==> config.mk <==
export PLATFORM = sky130hd
export DESIGN_NAME = spa_ram
export DESIGN_NICKNAME = d
export VERILOG_FILES = /design/src/spa_ram.sv
export SDC_FILE = /design/constraint.sdc
export NUM_CORES = 1
export LEC_CHECK = 0
export BUFFER_PORTS_ARGS = -buffer_cell sky130_fd_sc_hd__clkbuf_2
export CORE_AREA = 2 2 228 230
export DETAILED_ROUTE_END_ITERATION = 10
export DIE_AREA = 0 0 230 232
export SYNTH_ARGS = -nofsm -noshare
export SYNTH_HDL_FRONTEND = slang
export SYNTH_SLANG_ARGS = --single-unit
==> constraint.sdc <==
create_clock -name clk -period 3.55 [get_ports clk]
set_input_delay 0.355 -clock clk [delete_from_list [all_inputs] [get_ports clk]]
set_output_delay 0.355 -clock clk [all_outputs]
set_load 0.03 [all_outputs]
==> src/spa_ram.sv <==
// ----------------------------------------------------------------------------
// spa_ram
// Generic single-port-write, single-port-read RAM with registered read.
// ----------------------------------------------------------------------------
module spa_ram #(
    parameter int WIDTH = 8,
    parameter int DEPTH = 64
) (
    input  logic                     clk,
    input  logic                     wr_en,
    input  logic [$clog2(DEPTH)-1:0] wr_addr,
    input  logic [WIDTH-1:0]         wr_data,
    input  logic [$clog2(DEPTH)-1:0] rd_addr,
    output logic [WIDTH-1:0]         rd_data
);
    logic [WIDTH-1:0] mem [DEPTH];

    always_ff @(posedge clk)
    begin
        if (wr_en)
        begin
            mem[wr_addr] <= wr_data;
        end
        rd_data <= mem[rd_addr];
    end
endmodule

# --- Word-level counts from Yosys, hierarchy flattened ---
# Memories as Yosys holds them, arrays and structs flattened. A register that Yosys moved wholly into a read port is not among the register bits.
# Cells that the tools add are included.
word_totals:
  register_bits: 0
  ramBits: 512
  inputBits: 22
  mem_count: 1
mem_list:
  columns: ["memory", "depth", "word_bits", "read_ports", "rd_ports_with_merged_regs", "wr", "line", "text"]
  rows:
  - ["mem", 64, 8, 1, 1, 1, "16", "logic [WIDTH-1:0] mem [DEPTH];"]
op_classes:
  mux: 2
ops:
  columns: ["cell", "n"]
  rows:
  - ["1-bit two-way mux", 2]

# --- Logic depth before layout (Yosys ltp) ---
# Gate-level depths: netlist of run 1.
depth:
  word_depth: 2
  depth_mapped: 9

# --- Worst setup path after synthesis of run 1 ---
# OpenSTA, ideal clock, no wires.
synth_path:
  kind: "input port to flip-flop"
  from: "in rd_addr[1]"
  to: "reg rd_data[3], read port of mem"
  setup_ns: 0.128
  t_arrival_ns: 1.895
  required_ns: 3.422
  slack_ns: 1.527
  path_stages: 7
  n_path_buf: 3
  cell_sequence: "buf_4 -> buf_2 -> buf_2 -> mux4_2 -> mux4_2 -> o21ai_1 -> o41ai_1"
synth_rtl:
  columns: ["item", "line", "text"]
  rows:
  - ["start, declared", "13", "input logic [$clog2(DEPTH)-1:0] rd_addr,"]
  - ["end, declared", "14", "output logic [WIDTH-1:0] rd_data"]

==> flow_summary_export.csv, run 1 <==
group,metric,value,unit
status,status,"finished, final reports clean",
worst_setup_path,criticalPathCategory,"in2reg",
clock_network,clockRootBuffer,"clkbuf_16",
global_route,grt_max_degree,65,
detailed_routing,wl_per_cell,25.86,um
worst_setup_path,r2r_start,"mem[28][6]",
detailed_routing,wl_met1,19.18,mm
worst_setup_path,crit_required,4.01,ns
synth,yosys.area.top_type,"edfxtp_1",
power_and_ir_drop,irDropWorstVdd,365.7,uV
placed_design,gp_congestion,0.7876,
floorplan,initial_core_util,39.63,%
worst_setup_path,max_stage_delay,0.56,ns
clock_network,post_cts_resized,0,
detailed_routing,first_pass_iters,7,
detailed_routing,ant_nets,0,
finish,multi_input_area,4315,um2
synth,synthFlopType,"edfxtp_1",
placed_design,post-place-ws,0.7847,ns
clock_network,clock_latency,0.58,ns
finish,final_nets,1059,
placed_design,hpwl,28.45,mm
worst_setup_path,cp_cell_sequence,"buf_4, buf_4, mux4_2, mux4_2, nor2_1, nor3_1, o2bb2ai_1",
finish,final_util,45.04,%
detailed_routing,drt_iter0_markers,1016,
floorplan,row_count,83,
synth,ys_seq_area_share,77.03,%
hold_path,hold_depth,2,
clock_network,clockBufferDepth,3,
global_route,grt_pass1_vias,9856,
finish,finalNonFillerCells,1757,
timing,drv_slew,0,
clock_network,postCtsSetupBuffers,0,
finish,final_cell_mix,"edfxtp_1 (512), mux4_2 (126), nor2_1 (83)",
hold_path,whs_endpoint,"mem[48][6]",
timing,fmax,459.4,MHz
finish,drive_gt1_share,28.13,%
floorplan,core,50890,um2
clock_network,cts_inserted_buffers,50,
timing,hold_viol,0,
finish,antenna_cells,0,
synth,netlist.area_leader.share,76.24,%
finish,fillCellCount,4326,
worst_setup_path,critPathMaxFanout,47,
timing,rsz0062_at_grt,"no",
detailed_routing,top_layer,"met5",
global_route,gr-total-overflow,0,
synth,postSynthCellCount,940,
power_and_ir_drop,p_int,9.822,mW
floorplan,die_area,53360,um2
timing,fin_ws,1.373,ns
synth,synth_area,20170,um2
synth,syn-mean-instance-area,21.45,um2
timing,finalSetupViolCount,0,
worst_setup_path,crit_path_end_kind,"flip-flop",
power_and_ir_drop,switchingPower,2.647,mW
placed_design,io_buffers,29,
timing,tightest_slew,0.9291,ns
clock_network,cts_tree,"yes",
worst_setup_path,r2r-end,"rd_data[6]",
clock_network,postCtsHoldBufs,0,
worst_setup_path,rr_worst_depth,6,
power_and_ir_drop,share_seq_of_total_power,54.7,%
worst_setup_path,crit_arrival,2.64,ns
detailed_routing,post-route-drc-count,0,
hold_path,hold_path_class,"in2reg",
power_and_ir_drop,leakagePower,7.176,nW
worst_setup_path,rrSetupSlack,1.58,ns
clock_network,clock-sinks,520,
finish,seq_area,15530,um2
synth,synthArstFlopShare,0,%
floorplan,die_x,230,um
floorplan,die_h,232,um
worst_setup_path,crit_path_start_kind,"primary input",
clock_network,htree_levels,2,
clock_network,clkTransAtPathRegs,0.06,ns
global_route,grt_usage,17.40,%
timing,tns,0,ns
synth,synth-seq-cells,520,
detailed_routing,viasPerCell,5.515,
timing,max_slew_margin,38.06,%
power_and_ir_drop,p_clk_share,40.1,%
job,cap_violations,0,
detailed_routing,route.met3.wl,3.057,mm
synth,syn_nets,962,
detailed_routing,wl,45.43,mm
timing,holdWs,0.3030,ns
floorplan,io_pins,30,
timing,finClkSkew,0.02179,ns
global_route,antenna_found_initial,2,
global_route,grt_pass1_wl,67.56,mm
finish,area_growth,13.64,%
power_and_ir_drop,pwr-share-comb,5.2,%
detailed_routing,wl_met2,21.84,mm
synth,synth_area_leaders,"edfxtp_1 (76%), mux4_2 (14%), nor2_1 (1.5%)",
detailed_routing,via_count,9689,
hold_path,min_from,"wr_addr[1]",
power_and_ir_drop,sw_frac_of_total,21.23,%
timing,fin_crit_sh,61.32,%
synth,yosysWarningCount,0,
synth,synth.distinct_cells,40,
finish,layout_commonest_cell,"edfxtp_1",
timing,period_needed,2.177,ns
placed_design,post-place-cells,1665,
worst_setup_path,cp_slowest_cell,"buf_4",
power_and_ir_drop,p_per_area,544.0,nW/um2
synth,synth_edf_count,512,
-- flip-flops by register name (all words and copies together), names as in the netlist --
name / flops
mem: 512
rd_data: 8
-- logic make-up (layout without fill, tap and decap cells) --
logic type             count (synthesis)  count (layout)  synth area share [%]
multiplexers                         162             162                 15.94
buffers and inverters                 51             188                 1.570
flip-flops                           520             520                 77.03
AO/OA/AOI/OAI                         54              54                 2.072
AND/OR/NAND/NOR                      153             153                 3.387
-- power by group through the flow --
stage	clock (mW)	sequential [mW]	combinational, mW
after global placement	0	6.95	0.656
final	4.99	6.82	0.652
after global routing	5.30	6.82	0.702
after CTS	5.08	6.82	0.665
after detailed placement	0	6.95	0.664
after floorplan	0	6.96	0.362
-- worst max-delay path: cells and delay by family --
kind | cells | cell delay [ns]
buf+inv | 2 | 0.89
compound gates | 1 | 0.15
mux | 2 | 0.82
simple gates | 2 | 0.32
-- cells in the mapped netlist, drive strengths merged, types with 6 or more instances --
| cell type | n |
|---|---|
| nand2 | 19 |
| o22ai | 8 |
| nand2b | 7 |
| clkbuf | 17 |
| edfxtp | 512 |
| o221ai | 8 |
| nor2b | 14 |
| nor3 | 7 |
| buf | 34 |
| a221oi | 6 |
| dfxtp | 8 |
| mux2 | 13 |
| mux2i | 23 |
| mux4 | 126 |
| nand3 | 13 |
| nor2 | 83 |
-- through the flow --
stage	cell area (um2)	total power [mW]
finish	22920	12.47
global route	22920	12.83
CTS	22920	12.56
detailed placement	21400	7.617
global placement	21400	7.607
floorplan	20170	7.322
-- worst max path at each step --
stage | startpoint | endpoint | slack (ns) | cells past startpoint
5_1_grt | rd_addr[0] | rd_data[3] | 1.29 | 7
4_1_cts | rd_addr[0] | rd_data[1] | 1.39 | 7
2_1_floorplan | rd_addr[1] | rd_data[3] | 1.53 | 7
6_report | rd_addr[1] | rd_data[1] | 1.37 | 7
3_3_place_gp | rd_addr[0] | rd_data[1] | 0.77 | 7
3_5_place_dp | rd_addr[0] | rd_data[1] | 0.78 | 7
-- per-layer routing --
| layer | vias to the layer above | global-route usage, % |
|---|---|---|
| met2 | 342 | 28.06 |
| met5 | - | 0 |
| met4 | 4 | 5.827 |
| li1 | 4134 | - |
| met3 | 80 | 3.156 |
| met1 | 5129 | 24.02 |
-- final cells by class --
cell class | count | share of cell area (%)
Clock buffer | 63 | 5.765
Clock inverter | 29 | 0.8571
Multi-Input combinational cell | 369 | 18.83
Sequential cell | 520 | 67.78
Tap cell | 680 | 3.712
Timing Repair Buffer | 96 | 3.052
Note: power is estimated with default switching activity, not from simulation.
==> inputs of run 2 (changes only) <==
- clock period: 3.55 -> 1.9 ns (I/O delays scaled with it)
==> flow_summary_export.csv, run 2 (synthesis results as in run 1) <==
group,metric,value,unit
status,status,"finished, final reports clean",
power_and_ir_drop,switchingPower,4.934,mW
timing,max_slew_margin,50.46,%
worst_setup_path,crit_path_start_kind,"flip-flop",
worst_setup_path,criticalPathCategory,"reg2reg",
power_and_ir_drop,p_per_area,994.1,nW/um2
timing,drv_slew,0,
finish,drive_gt1_share,35.17,%
detailed_routing,post-route-drc-count,0,
power_and_ir_drop,p_int,18.88,mW
clock_network,cts_tree,"yes",
detailed_routing,ant_nets,0,
finish,fillCellCount,4244,
floorplan,die_area,53360,um2
timing,hold_viol,0,
finish,regMostFlops,"mem",
power_and_ir_drop,pwr-share-comb,5.8,%
worst_setup_path,r2r_start,"mem[3][1]",
power_and_ir_drop,sw_frac_of_total,20.72,%
global_route,grt_pass1_wl,68.11,mm
placed_design,hpwl,28.92,mm
floorplan,initial_core_util,39.63,%
clock_network,clock-sinks,520,
detailed_routing,drt_iter0_markers,1129,
worst_setup_path,critPathMaxFanout,1,
detailed_routing,via_count,9925,
finish,final_cell_mix,"edfxtp_1 (512), buf_4 (156), mux4_2 (126)",
clock_network,clockBufferDepth,3,
worst_setup_path,crit_required,2.37,ns
power_and_ir_drop,p_clk_share,40.7,%
finish,area_growth,18.80,%
detailed_routing,wl,45.63,mm
clock_network,htree_levels,2,
floorplan,io_pins,30,
finish,largest_reg_flops,512,
power_and_ir_drop,irDropWorstVdd,719.2,uV
clock_network,clkTransAtPathRegs,0.06,ns
clock_network,postCtsHoldBufs,0,
detailed_routing,viasPerCell,5.342,
global_route,gr-total-overflow,0,
floorplan,die_x,230,um
power_and_ir_drop,share_seq_of_total_power,53.5,%
global_route,grt_pass1_vias,10270,
power_and_ir_drop,leakagePower,7.789,nW
worst_setup_path,crit_path_end_kind,"flip-flop",
timing,finalSetupViolCount,0,
floorplan,core,50890,um2
worst_setup_path,critPathLaunch,"mem[3][1]",
global_route,antenna_found_initial,0,
finish,final_nets,1160,
finish,reg_top3,"mem (512), rd_data (8)",
finish,final_util,47.08,%
job,cap_violations,0,
worst_setup_path,crit_arrival,2.34,ns
timing,finClkSkew,0.01305,ns
clock_network,clock_latency,0.58,ns
placed_design,io_buffers,29,
timing,period_needed,1.867,ns
timing,fmax,535.7,MHz
timing,fin_crit_sh,98.24,%
floorplan,die_h,232,um
clock_network,cts_inserted_buffers,50,
placed_design,place_area,22300,um2
hold_path,min_from,"wr_data[2]",
global_route,grt_max_degree,65,
finish,design_area,23960,um2
finish,layout_commonest_cell,"edfxtp_1",
timing,tightest_slew,0.7430,ns
detailed_routing,wl_per_cell,24.56,um
detailed_routing,first_pass_iters,5,
placed_design,gp_congestion,0.7752,
clock_network,clockRootBuffer,"clkbuf_16",
clock_network,postCtsSetupBuffers,0,
timing,tns,0,ns
floorplan,row_count,83,
hold_path,hold_path_class,"in2reg",
global_route,grt_usage,17.56,%
run 2: cell count changes in the layout (fill, tap and decap cells not counted), sizes merged:
cell	previous run	this run
clkbuf	90	91
clkinvlp	2	1
diode	0	1
inv	3	0
bufinv	2	4
buf	69	170
run 2: timing repair:
item,CTS,global route
setup endpoints to repair,5,6
pin swaps,0,2
resized for setup,8,9
run 2: power groups by stage:
stage               registers [mW]  clock network (mW)  logic (mW)
global placement              13.0                   0        1.37
finish                        12.7                9.69        1.39
CTS                           12.7                9.88        1.40
detailed placement            13.0                   0        1.39
floorplan                     13.0                   0       0.677
global route                  12.7                10.3        1.48
run 2: cell type report:
cell class	instances	area [um2]	share of cell area [%]
Sequential cell	520	15530	64.84
Multi-Input combinational cell	369	4383	18.29
Tap cell	680	850.8	3.551
Clock inverter	27	224.0	0.9348
Antenna cell	1	2.502	0.01044
Timing Repair Buffer	197	1595	6.659
Clock buffer	64	1368	5.708
run 2: final timing paths:
check / endpoint / slack, ns / cells after the start
hold reg to reg: rd_data[4] / 0.84 / 3
hold / removal: mem[17][2] / 0.11 / 2
setup reg to reg: rd_data[1] / 0.03 / 5
setup / recovery: rd_data[1] / 0.03 / 5
run 2: per-stage QoR:
stage	total power [mW]	hold WS [ns]	setup slack (ns)	instances
floorplan	13.68	0.2889	0.04228	940
global route	24.51	0.1144	-0.03548	1857
global placement	14.35	0.6921	-0.3938	1766
finish	23.82	0.1058	0.03341	1858
CTS	24.01	0.07082	0.001443	1857
detailed placement	14.37	0.6875	-0.3930	1766
run 2: layer usage:
layer  global-route usage, %  vias up  routed length (um)
met2                   28.45      296               22200
met5                       0        -                   0
li1                        -     4334                   -
met1                   24.27     5222               19440
met4                   6.633        0                1419
met3                   2.554       73                2579
run 2: critical path: stages (launching register included):
cell and delay, ns:
edfxtp_1 0.37, mux4_2 0.51, mux4_2 0.54, nor2_4 0.12, nor3_1 0.07, o2bb2ai_1 0.15
